--- config.mk ---
export PLATFORM = sky130hd
export DESIGN_NAME = stepper_homing_sequencer_core_flat
export DESIGN_NICKNAME = d
export VERILOG_FILES = /design/src/hdl/shs_pkg.sv /design/src/hdl/shs_if.sv /design/src/hdl/stepper_homing_sequencer_core.sv /design/src/flat_wrapper.sv
export VERILOG_INCLUDE_DIRS = /design/src /design/src/hdl
export SDC_FILE = /design/constraint.sdc
export NUM_CORES = 1
export LEC_CHECK = 0
export ABC_CLOCK_PERIOD_IN_PS = 10900
export BUFFER_PORTS_ARGS = -buffer_cell sky130_fd_sc_hd__buf_2
export CAP_MARGIN = 20
export CELL_PAD_IN_SITES_DETAIL_PLACEMENT = 1
export CELL_PAD_IN_SITES_GLOBAL_PLACEMENT = 2
export CORE_ASPECT_RATIO = 2
export CORE_MARGIN = 2
export CORE_UTILIZATION = 40
export CTS_BUF_LIST = sky130_fd_sc_hd__clkbuf_16
export CTS_CLUSTER_SIZE = 8
export DETAILED_ROUTE_END_ITERATION = 8
export GPL_TIMING_DRIVEN = 0
export PLACE_DENSITY = 0.88
export SLEW_MARGIN = 20
export SYNTH_ARGS = -nofsm -noshare
export SYNTH_HDL_FRONTEND = slang
export SYNTH_SLANG_ARGS = --single-unit
--- constraint.sdc ---
create_clock -name clk -period 10.9 [get_ports clk]
set_clock_uncertainty 0.1 [all_clocks]
set_input_delay 0.545 -clock clk [delete_from_list [all_inputs] [get_ports clk]]
set_output_delay 0.545 -clock clk [all_outputs]
set_load 0.02 [all_outputs]
--- src/hdl/stepper_homing_sequencer_core_assert.svh ---
// Assertion helpers for the homing sequencer.
// Each check is sampled on the rising clock edge and is off while reset is held.
`ifndef STEPPER_HOMING_SEQUENCER_CORE_ASSERT_SVH
`define STEPPER_HOMING_SEQUENCER_CORE_ASSERT_SVH

// Same-cycle implication.
`define SHS_ASSERT_NOW(label, cond, conseq, msg) \
  label: assert property (@(posedge clk) disable iff (!rst_n) (cond) |-> (conseq)) \
    else $error(msg);

// Next-cycle implication.
`define SHS_ASSERT_NXT(label, cond, conseq, msg) \
  label: assert property (@(posedge clk) disable iff (!rst_n) (cond) |=> (conseq)) \
    else $error(msg);

`endif

--- src/hdl/shs_pkg.sv ---
`timescale 1ns / 1ps
`default_nettype none
package shs_pkg;

  // time stamps and timeouts
  localparam int TIME_W = 32;

  // command codes
  localparam logic [1:0] CMD_EVAL  = 2'd0;
  localparam logic [1:0] CMD_START = 2'd1;
  localparam logic [1:0] CMD_STOP  = 2'd2;
  localparam logic [1:0] CMD_RSVD  = 2'd3;

  // configuration register indexes
  localparam int CFG_IDX_W = 3;
  localparam logic [CFG_IDX_W-1:0] CFG_DIRECTION   = 3'd0;
  localparam logic [CFG_IDX_W-1:0] CFG_BASE_SPEED  = 3'd1;
  localparam logic [CFG_IDX_W-1:0] CFG_ADJUST_DIST = 3'd2;
  localparam logic [CFG_IDX_W-1:0] CFG_ZERO_POS    = 3'd3;
  localparam logic [CFG_IDX_W-1:0] CFG_SETTLE      = 3'd4;
  localparam logic [CFG_IDX_W-1:0] CFG_TOWARD_TO   = 3'd5;
  localparam logic [CFG_IDX_W-1:0] CFG_AWAY_TO     = 3'd6;

  // reset values of the timing registers
  localparam logic [TIME_W-1:0] SETTLE_RST    = TIME_W'(1000000);
  localparam logic [TIME_W-1:0] TIMEOUT_RST   = TIME_W'(2 * 60000000);

  // divide by five: floor(x * RECIP5 / 2^RECIP5_SH) exact for 24-bit x
  localparam int              RECIP5_SH = 27;
  localparam logic [24:0]     RECIP5    = 25'd26843546;

  // phase codes seen on the result word
  localparam logic [2:0] PC_IDLE   = 3'd0;
  localparam logic [2:0] PC_TOWARD = 3'd1;
  localparam logic [2:0] PC_DELAY1 = 3'd2;
  localparam logic [2:0] PC_AWAY   = 3'd3;
  localparam logic [2:0] PC_DELAY2 = 3'd4;
  localparam logic [2:0] PC_ADJUST = 3'd5;
  localparam logic [2:0] PC_DELAY3 = 3'd6;
  localparam logic [2:0] PC_ERROR  = 3'd7;

  typedef enum logic [7:0] {
    PH_IDLE   = 8'b0000_0001,
    PH_TOWARD = 8'b0000_0010,
    PH_DELAY1 = 8'b0000_0100,
    PH_AWAY   = 8'b0000_1000,
    PH_DELAY2 = 8'b0001_0000,
    PH_ADJUST = 8'b0010_0000,
    PH_DELAY3 = 8'b0100_0000,
    PH_ERROR  = 8'b1000_0000
  } phase_t;

  // map the internal phase to its 3-bit code
  function automatic logic [2:0] phase_code(input phase_t ph);
    logic [2:0] code;
    case (ph)
      PH_IDLE:   code = PC_IDLE;
      PH_TOWARD: code = PC_TOWARD;
      PH_DELAY1: code = PC_DELAY1;
      PH_AWAY:   code = PC_AWAY;
      PH_DELAY2: code = PC_DELAY2;
      PH_ADJUST: code = PC_ADJUST;
      PH_DELAY3: code = PC_DELAY3;
      PH_ERROR:  code = PC_ERROR;
      default:   code = PC_IDLE;
    endcase
    return code;
  endfunction

endpackage
`default_nettype wire

--- src/hdl/shs_if.sv ---
`timescale 1ns / 1ps
`default_nettype none

// command word channel
interface shs_in_if;
  import shs_pkg::*;
  logic              valid;
  logic              ready;
  logic [1:0]        command;
  logic [TIME_W-1:0] now_us;
  logic              limit_switch;
  logic              fault;
  logic              motion_busy;

  modport source (output valid, command, now_us, limit_switch, fault, motion_busy,
                  input ready);
  modport sink   (input valid, command, now_us, limit_switch, fault, motion_busy,
                  output ready);
endinterface

// action word channel
interface shs_out_if;
  logic               valid;
  logic               ready;
  logic [2:0]         phase;
  logic               jog_valid;
  logic signed [24:0] jog_speed;
  logic               stop_motor;
  logic               restore_defaults;
  logic               move_valid;
  logic signed [31:0] move_distance;
  logic               set_position_valid;
  logic signed [31:0] set_position_value;
  logic               homed;

  modport source (output valid, phase, jog_valid, jog_speed, stop_motor, restore_defaults,
                         move_valid, move_distance, set_position_valid,
                         set_position_value, homed,
                  input ready);
  modport sink   (input valid, phase, jog_valid, jog_speed, stop_motor, restore_defaults,
                        move_valid, move_distance, set_position_valid,
                        set_position_value, homed,
                  output ready);
endinterface
`default_nettype wire

--- src/hdl/stepper_homing_sequencer_core.sv ---
`timescale 1ns / 1ps
`default_nettype none
// Homing sequencer for one stepper axis.
// in_ch carries command words (evaluate, start, stop) with the current microsecond
// time and the limit, fault and busy levels. out_ch returns one action word per
// command word: the phase after it, the homed flag and one-word pulses for jog,
// stop, restore defaults, relative move and set position.
// cfg_we/cfg_index/cfg_wdata write the setup registers; write them only while no
// word is in flight.
// A word taken on in_ch passes the input register, then the result register, and
// then shows on out_ch. Throughput: one word per cycle while out_ch keeps taking
// words; the phase, phase start and homed registers are updated in the same cycle
// the word moves to the result register, so a following word sees them at once.
// Stall: when out_ch is not taken, the result holds and one more word may wait
// in the input register; in_ch.ready drops only when both are full.
// Reset (rst_n low, synchronous): phase idle, not homed, phase start zero, both
// stages empty, registers at their defaults (settle 1 s, timeouts 120 s).
module stepper_homing_sequencer_core
  import shs_pkg::*;
(
  input  wire logic                 clk,
  input  wire logic                 rst_n,
  shs_in_if.sink                    in_ch,
  shs_out_if.source                 out_ch,
  input  wire logic                 cfg_we,
  input  wire logic [CFG_IDX_W-1:0] cfg_index,
  input  wire logic [31:0]          cfg_wdata
);

  // setup registers
  logic signed [1:0]  dir_r;
  logic [23:0]        base_speed_r;
  logic [31:0]        adjust_dist_r;
  logic [31:0]        zero_pos_r;
  logic [TIME_W-1:0]  settle_r;
  logic [TIME_W-1:0]  toward_to_r;
  logic [TIME_W-1:0]  away_to_r;

  // sequencer state
  phase_t             phase_r, phase_nxt;
  logic [TIME_W-1:0]  start_r, start_nxt;
  logic               homed_r, homed_nxt;

  // input stage
  logic               s1_v_r;
  logic [1:0]         s1_cmd_r;
  logic [TIME_W-1:0]  s1_now_r;
  logic               s1_limit_r;
  logic               s1_fault_r;
  logic               s1_busy_r;

  // result stage
  logic               out_v_r;
  logic [2:0]         o_phase_r;
  logic               o_jog_r, o_stop_r, o_rest_r, o_move_r, o_setp_r, o_homed_r;
  logic signed [24:0] o_speed_r;
  logic [31:0]        o_dist_r, o_pos_r;

  // combinational results
  logic               jog_nxt, stop_nxt, rest_nxt, move_nxt, setp_nxt;
  logic signed [24:0] speed_nxt;
  logic [31:0]        dist_nxt, pos_nxt;

  logic               adv;
  logic               in_take;
  logic               dir_pos, dir_neg, dir_on;
  logic [TIME_W-1:0]  elapsed;
  logic [48:0]        prod5;
  logic [21:0]        fifth;
  logic signed [24:0] fwd_speed, back_speed;

  // handshake: the input stage moves on when the result stage is free
  assign adv     = s1_v_r && (!out_v_r || out_ch.ready);
  assign in_take = in_ch.valid && in_ch.ready;
  assign in_ch.ready = !s1_v_r || adv;

  // direction decode; minus two counts as backward
  assign dir_pos = (dir_r == 2'sd1);
  assign dir_neg = dir_r[1];
  assign dir_on  = dir_pos || dir_neg;

  // jog speeds: full speed toward, a fifth of it backing off
  assign prod5      = 49'(base_speed_r) * 49'(RECIP5);
  assign fifth      = prod5[RECIP5_SH +: 22];
  assign fwd_speed  = dir_pos ? $signed({1'b0, base_speed_r})
                    : (dir_neg ? -$signed({1'b0, base_speed_r}) : 25'sd0);
  assign back_speed = dir_pos ? -$signed({3'b000, fifth})
                    : (dir_neg ? $signed({3'b000, fifth}) : 25'sd0);

  assign elapsed = s1_now_r - start_r;

  // sequencer step for the word in the input stage
  always_comb begin
    phase_nxt = phase_r;
    start_nxt = start_r;
    homed_nxt = homed_r;
    jog_nxt   = 1'b0;
    speed_nxt = 25'sd0;
    stop_nxt  = 1'b0;
    rest_nxt  = 1'b0;
    move_nxt  = 1'b0;
    dist_nxt  = 32'd0;
    setp_nxt  = 1'b0;
    pos_nxt   = 32'd0;
    if (s1_cmd_r == CMD_START) begin
      homed_nxt = 1'b0;
      jog_nxt   = 1'b1;
      speed_nxt = fwd_speed;
      phase_nxt = PH_TOWARD;
      start_nxt = s1_now_r;
    end else if (s1_cmd_r == CMD_STOP) begin
      stop_nxt  = 1'b1;
      phase_nxt = PH_IDLE;
      start_nxt = s1_now_r;
    end else if (s1_cmd_r == CMD_EVAL && dir_on) begin
      if (s1_fault_r && phase_r != PH_IDLE && phase_r != PH_ERROR) begin
        phase_nxt = PH_ERROR;
        start_nxt = s1_now_r;
      end else begin
        case (phase_r)
          PH_TOWARD: begin
            // a switch hit restarts the phase clock before the timeout check
            if (s1_limit_r) begin
              stop_nxt  = 1'b1;
              start_nxt = s1_now_r;
              phase_nxt = (toward_to_r == '0) ? PH_ERROR : PH_DELAY1;
            end else if (elapsed >= toward_to_r) begin
              start_nxt = s1_now_r;
              phase_nxt = PH_ERROR;
            end
          end
          PH_DELAY1: begin
            if (elapsed >= settle_r) begin
              phase_nxt = PH_AWAY;
              start_nxt = s1_now_r;
              jog_nxt   = 1'b1;
              speed_nxt = back_speed;
            end
          end
          PH_AWAY: begin
            if (!s1_limit_r) begin
              stop_nxt  = 1'b1;
              start_nxt = s1_now_r;
              phase_nxt = (away_to_r == '0) ? PH_ERROR : PH_DELAY2;
            end else if (elapsed >= away_to_r) begin
              start_nxt = s1_now_r;
              phase_nxt = PH_ERROR;
            end
          end
          PH_DELAY2: begin
            if (elapsed >= settle_r) begin
              phase_nxt = PH_ADJUST;
              start_nxt = s1_now_r;
              rest_nxt  = 1'b1;
              move_nxt  = 1'b1;
              dist_nxt  = adjust_dist_r;
            end
          end
          PH_ADJUST: begin
            if (!s1_busy_r) begin
              phase_nxt = PH_DELAY3;
              start_nxt = s1_now_r;
            end
          end
          PH_DELAY3: begin
            if (elapsed >= settle_r) begin
              phase_nxt = PH_IDLE;
              start_nxt = s1_now_r;
              setp_nxt  = 1'b1;
              pos_nxt   = zero_pos_r;
              homed_nxt = 1'b1;
            end
          end
          default: begin
          end
        endcase
      end
    end
  end

  // setup register writes
  always_ff @(posedge clk) begin
    if (!rst_n) begin
      dir_r         <= 2'sd0;
      base_speed_r  <= '0;
      adjust_dist_r <= '0;
      zero_pos_r    <= '0;
      settle_r      <= SETTLE_RST;
      toward_to_r   <= TIMEOUT_RST;
      away_to_r     <= TIMEOUT_RST;
    end else if (cfg_we) begin
      case (cfg_index)
        CFG_DIRECTION:   dir_r         <= $signed(cfg_wdata[1:0]);
        CFG_BASE_SPEED:  base_speed_r  <= cfg_wdata[23:0];
        CFG_ADJUST_DIST: adjust_dist_r <= cfg_wdata;
        CFG_ZERO_POS:    zero_pos_r    <= cfg_wdata;
        CFG_SETTLE:      settle_r      <= cfg_wdata;
        CFG_TOWARD_TO:   toward_to_r   <= cfg_wdata;
        CFG_AWAY_TO:     away_to_r     <= cfg_wdata;
        default: begin
        end
      endcase
    end
  end

  // sequencer state and stage valids
  always_ff @(posedge clk) begin
    if (!rst_n) begin
      phase_r <= PH_IDLE;
      start_r <= '0;
      homed_r <= 1'b0;
      s1_v_r  <= 1'b0;
      out_v_r <= 1'b0;
    end else begin
      if (adv) begin
        phase_r <= phase_nxt;
        start_r <= start_nxt;
        homed_r <= homed_nxt;
      end
      if (in_take) begin
        s1_v_r <= 1'b1;
      end else if (adv) begin
        s1_v_r <= 1'b0;
      end
      if (adv) begin
        out_v_r <= 1'b1;
      end else if (out_ch.ready) begin
        out_v_r <= 1'b0;
      end
    end
  end

  // capture the incoming word
  always_ff @(posedge clk) begin
    if (in_take) begin
      s1_cmd_r   <= in_ch.command;
      s1_now_r   <= in_ch.now_us;
      s1_limit_r <= in_ch.limit_switch;
      s1_fault_r <= in_ch.fault;
      s1_busy_r  <= in_ch.motion_busy;
    end
  end

  // load the result word
  always_ff @(posedge clk) begin
    if (adv) begin
      o_phase_r <= phase_code(phase_nxt);
      o_jog_r   <= jog_nxt;
      o_speed_r <= speed_nxt;
      o_stop_r  <= stop_nxt;
      o_rest_r  <= rest_nxt;
      o_move_r  <= move_nxt;
      o_dist_r  <= dist_nxt;
      o_setp_r  <= setp_nxt;
      o_pos_r   <= pos_nxt;
      o_homed_r <= homed_nxt;
    end
  end

  assign out_ch.valid              = out_v_r;
  assign out_ch.phase              = o_phase_r;
  assign out_ch.jog_valid          = o_jog_r;
  assign out_ch.jog_speed          = o_speed_r;
  assign out_ch.stop_motor         = o_stop_r;
  assign out_ch.restore_defaults   = o_rest_r;
  assign out_ch.move_valid         = o_move_r;
  assign out_ch.move_distance      = $signed(o_dist_r);
  assign out_ch.set_position_valid = o_setp_r;
  assign out_ch.set_position_value = $signed(o_pos_r);
  assign out_ch.homed              = o_homed_r;

  // checks
`include "stepper_homing_sequencer_core_assert.svh"

  `SHS_ASSERT_NOW(a_ready_only_on_full, !in_ch.ready, s1_v_r && out_v_r && !out_ch.ready, "input stalled with room to spare")
  `SHS_ASSERT_NXT(a_start_enters_toward, adv && s1_cmd_r == CMD_START, phase_r == PH_TOWARD && !homed_r && out_ch.jog_valid, "start did not enter toward")
  `SHS_ASSERT_NXT(a_fault_to_error, adv && s1_cmd_r == CMD_EVAL && dir_on && s1_fault_r && phase_r != PH_IDLE && phase_r != PH_ERROR, phase_r == PH_ERROR && !out_ch.stop_motor && !out_ch.jog_valid, "fault did not enter error quietly")
  `SHS_ASSERT_NOW(a_setpos_homed, out_ch.valid && out_ch.set_position_valid, out_ch.homed && out_ch.phase == PC_IDLE, "set position without homed idle")

endmodule
`default_nettype wire
--- src/flat_wrapper.sv ---
// flat-port wrapper written by rule: the top's interface ports become plain ports
module stepper_homing_sequencer_core_flat import shs_pkg::*;
  (clk, rst_n, cfg_we, cfg_index, cfg_wdata, in_ch_valid, in_ch_command, in_ch_now_us, in_ch_limit_switch, in_ch_fault, in_ch_motion_busy, in_ch_ready, out_ch_valid, out_ch_phase, out_ch_jog_valid, out_ch_jog_speed, out_ch_stop_motor, out_ch_restore_defaults, out_ch_move_valid, out_ch_move_distance, out_ch_set_position_valid, out_ch_set_position_value, out_ch_homed, out_ch_ready);
  shs_in_if in_ch_i ();
  shs_out_if out_ch_i ();
  input  wire logic clk;
  input  wire logic rst_n;
  input  wire logic cfg_we;
  input  wire logic [CFG_IDX_W-1:0] cfg_index;
  input  wire logic [31:0] cfg_wdata;
  input wire logic [$bits(in_ch_i.valid)-1:0] in_ch_valid;
  input wire logic [$bits(in_ch_i.command)-1:0] in_ch_command;
  input wire logic [$bits(in_ch_i.now_us)-1:0] in_ch_now_us;
  input wire logic [$bits(in_ch_i.limit_switch)-1:0] in_ch_limit_switch;
  input wire logic [$bits(in_ch_i.fault)-1:0] in_ch_fault;
  input wire logic [$bits(in_ch_i.motion_busy)-1:0] in_ch_motion_busy;
  output wire logic [$bits(in_ch_i.ready)-1:0] in_ch_ready;
  output wire logic [$bits(out_ch_i.valid)-1:0] out_ch_valid;
  output wire logic [$bits(out_ch_i.phase)-1:0] out_ch_phase;
  output wire logic [$bits(out_ch_i.jog_valid)-1:0] out_ch_jog_valid;
  output wire logic [$bits(out_ch_i.jog_speed)-1:0] out_ch_jog_speed;
  output wire logic [$bits(out_ch_i.stop_motor)-1:0] out_ch_stop_motor;
  output wire logic [$bits(out_ch_i.restore_defaults)-1:0] out_ch_restore_defaults;
  output wire logic [$bits(out_ch_i.move_valid)-1:0] out_ch_move_valid;
  output wire logic [$bits(out_ch_i.move_distance)-1:0] out_ch_move_distance;
  output wire logic [$bits(out_ch_i.set_position_valid)-1:0] out_ch_set_position_valid;
  output wire logic [$bits(out_ch_i.set_position_value)-1:0] out_ch_set_position_value;
  output wire logic [$bits(out_ch_i.homed)-1:0] out_ch_homed;
  input wire logic [$bits(out_ch_i.ready)-1:0] out_ch_ready;
  assign in_ch_i.valid = in_ch_valid;
  assign in_ch_i.command = in_ch_command;
  assign in_ch_i.now_us = in_ch_now_us;
  assign in_ch_i.limit_switch = in_ch_limit_switch;
  assign in_ch_i.fault = in_ch_fault;
  assign in_ch_i.motion_busy = in_ch_motion_busy;
  assign in_ch_ready = in_ch_i.ready;
  assign out_ch_valid = out_ch_i.valid;
  assign out_ch_phase = out_ch_i.phase;
  assign out_ch_jog_valid = out_ch_i.jog_valid;
  assign out_ch_jog_speed = out_ch_i.jog_speed;
  assign out_ch_stop_motor = out_ch_i.stop_motor;
  assign out_ch_restore_defaults = out_ch_i.restore_defaults;
  assign out_ch_move_valid = out_ch_i.move_valid;
  assign out_ch_move_distance = out_ch_i.move_distance;
  assign out_ch_set_position_valid = out_ch_i.set_position_valid;
  assign out_ch_set_position_value = out_ch_i.set_position_value;
  assign out_ch_homed = out_ch_i.homed;
  assign out_ch_i.ready = out_ch_ready;
  stepper_homing_sequencer_core u_core (.clk(clk), .rst_n(rst_n), .in_ch(in_ch_i), .out_ch(out_ch_i), .cfg_we(cfg_we), .cfg_index(cfg_index), .cfg_wdata(cfg_wdata));
endmodule
==> results.toml <==
[timing]
hold_viol_final = 0
tns_ps = 0
rsz0062_at_grt = "false"
period_needed_ps = 10240
timing.final.ws_setup_ps = 663.8
maxSlewViolCount = 0
setup_viol = 0
fmax_mhz = 97.69
fin_crit_sh_pct = 93.91
timing.hold.ws_ps = 20.96
worstMarginPinSlew_ps = 1196
slew_headroom_pct = 20.29

[synthesis]
syn_inst = 3276
synth_seq_cells = 363
ys_types = 86
synth-simple-area-share_pct = 14.07
ys.flop_type = "dfxtp_1"
synthMuxAreaShare_pct = 1.335
ys.warnings.count = 0
synth_compound_area_share_pct = 13.74
synth_xor_area_share_pct = 2.765
postSynthAreaPerCell_um2 = 9.186
synthAdderAreaFrac_pct = 31.33
async_flop_share_pct = 0
synth-edff-count = 134
synth_top_family_by_area = "adder cells"
synth.cell_area_um2 = 30090
ys_seq_area_share_pct = 28.60
synth_fp_nets = 3980

[drt]
dr.pass1.iters = 5
drt_iter0_drc = 889
wl_per_cell_um = 25.06
vias = 24970
wl_um = 113000
antenna_left = 0
routed_via_density = 5.534
drc = 0

[cells_and_area]
layout_commonest_cell = "inv_1"
final_cells = 4512
num-nets-final = 4241
postLayoutCellArea_um2 = 34020
drive_above_1_share_pct = 7.387
final_cell_mix = "inv_1, nand2_1, ha_1"
syn_to_final_growth_pct = 13.05
post-route-util_pct = 45.59

[setup_path]
cp-end-kind = "flop"
crit_required_ps = 11140
worstPathCellList = "inv_1 > ha_1 > xor2_1 > ha_1 > fa_1 > fa_1 > fa_1 > fa_1 > inv_1 > fa_1 > inv_1 > ha_1 > nand4_2 > nor3_1 > o2111ai_1 > a21oi_1 > o211ai_1 > and3_1 > nor4_1 > nand4b_1 > nor3_1 > mux2i_1 > nand2_1"
crit_top_cell = "fa_1"
path_buf_inv = 3
critPathArrivalTime_ps = 10480
crit_family = "adder cells"
reg2reg_depth = 23
critPathLaunchType = "flop"
critical_path_peak_fanout = 14
cpMaxStageDelayCell = "dfxtp_1"
path_depth = 23
max_stage_delay_ps = 1000
critPathKind = "reg -> reg"

[min_path]
hp-class = "in -> reg"
holdPathStages = 1

[grt]
grt_max_degree = 83
grt_first_pass_wirelength_um = 166900
track_usage_pct = 29.62
grt_pass1_vias = 28090
antenna_found_initial = 5
grt_overflow = 0

[floorplan]
dieArea_um2 = 77580
ioPinCount = 177
start_util_pct = 40.33
placementRows = 142
core_um2 = 74620
fp.dieH_um = 391.9
die_x_um = 198.0

[cts]
htreeDepth = 2
cts-root-buf = "clkbuf_16"
post_cts_buffers = 0
cts_hold_buf = 29
cts_buffers = 52
tritoncts = "built"
clock_latency_ps = 630
clkSinkCount = 363
cts.repair.resized = 0
path_clk_slew_ps = 50
cts_buffer_depth = 3

[run_status]
status = "completed"

[place]
place_congestion = 0.9727
pre_cts_ws_ps = 814.1
dp.cells = 4389
placedInstanceArea_um2 = 32200
placement.io_buffers = 175
dp_hpwl_um = 93960

[power_and_ir_drop]
p_leak_nw = 15.37
power_mw = 3.893
ir_worst_vdd_mv = 0.1340
power.density_nw_per_um2 = 114.4

[flow_run]
drv_cap = 0
==> registers in the layout, summed over array words and instances (netlist names), 3 cells and up <==
register	cells
u_core.adjust_dist_r	32
u_core.base_speed_r	24
u_core.settle_r	32
u_core.start_r	32
u_core.out_ch.set_position_value	32
u_core.out_ch.jog_speed	25
u_core.s1_now_r	32
u_core.zero_pos_r	32
u_core.away_to_r	32
u_core.out_ch.move_distance	32
u_core.out_ch.phase	3
u_core.toward_to_r	32
u_core.phase_r	8
==> synth_stat cells (all sizes together), types with 5 or more instances <==
| library cell | count | area [µm²] |
|---|---|---|
| a21oi | 114 | 581.8 |
| or2 | 5 | 31.28 |
| nand2b | 21 | 131.4 |
| o211ai | 41 | 307.8 |
| xor2 | 33 | 289.0 |
| a21o | 54 | 405.4 |
| edfxtp | 134 | 4024 |
| a31oi | 18 | 112.6 |
| a22oi | 8 | 60.06 |
| nand4b | 7 | 61.31 |
| a221oi | 5 | 43.79 |
| or3 | 8 | 55.05 |
| a31o | 5 | 43.79 |
| ha | 416 | 5205 |
| nand3 | 31 | 155.2 |
| o2111ai | 5 | 43.79 |
| fa | 211 | 4224 |
| and3 | 15 | 93.84 |
| o21ai | 82 | 410.4 |
| o21bai | 6 | 45.04 |
| o21a | 13 | 97.59 |
| a211oi | 13 | 97.59 |
| nand4 | 42 | 269.0 |
| o31ai | 8 | 78.82 |
| mux2i | 39 | 390.4 |
| nor2 | 102 | 382.9 |
| clkbuf | 99 | 371.6 |
| dfxtp | 229 | 4584 |
| nor4 | 27 | 175.2 |
| nor2b | 48 | 300.3 |
| nor3b | 5 | 37.54 |
| inv | 548 | 2057 |
| xnor2 | 62 | 543.0 |
| nand2 | 452 | 1697 |
| nor3 | 39 | 195.2 |
| a21boi | 166 | 1246 |
| and2 | 78 | 488.0 |
| o22ai | 12 | 75.07 |
| or4 | 5 | 41.29 |
==> cells by family (layout without fill, tap and decap cells) <==
family,after synthesis,in the layout
AND/OR/NAND/NOR,898,898
buffers and inverters,653,951
adder cells (fa/ha/maj),627,627
AO/OA/AOI/OAI,600,600
flip-flops,363,363
XOR/XNOR,95,95
multiplexers,40,40
other,0,2
==> worst reg2reg max path: cells and delay by family, from the launching register on <==
kind                       cells  cell delay [ps]
DFF                            1             1000
adders and majority gates      8             3920
xor gates and xnor gates       1              460
buffers and inverters          3              300
and+or+nand+nor                7             3080
muxes                          1              230
AOI/OAI and AO/OA              3              880
==> power breakdown <==
part	internal (mW)	total, mW	switching [mW]
combinational	0.322	0.901	0.579
sequential	1.45	1.48	0.0333
clock	0.857	1.51	0.654
==> final timing paths <==
path,to,slack [ps],startpoint
max reg2reg,u_core.out_ch.jog_speed[12],660,u_core.base_speed_r[2]
min,u_core.s1_now_r[1],20,in_ch_now_us[1]
max,u_core.out_ch.jog_speed[12],660,u_core.base_speed_r[2]
min reg2reg,u_core.zero_pos_r[1],360,u_core.zero_pos_r[1]
==> layer usage <==
metal  track usage, %  share of wire [%]
met2            59.76                 56
met4            27.25                 11
met3            3.894                3.2
met1            23.68                 30
met5                0              0.047
==> layout make-up <==
type	count	area, µm²
Antenna cell	2	5.005
Buffer	103	391.6
Clock buffer	52	1301
Clock inverter	39	201.4
Fill cell	8732	40600
Inverter	550	2069
Multi-Input combinational cell	2260	19050
Sequential cell	363	8608
Tap cell	936	1171
Timing Repair Buffer	207	1221
(Power assumes the default switching activity.)
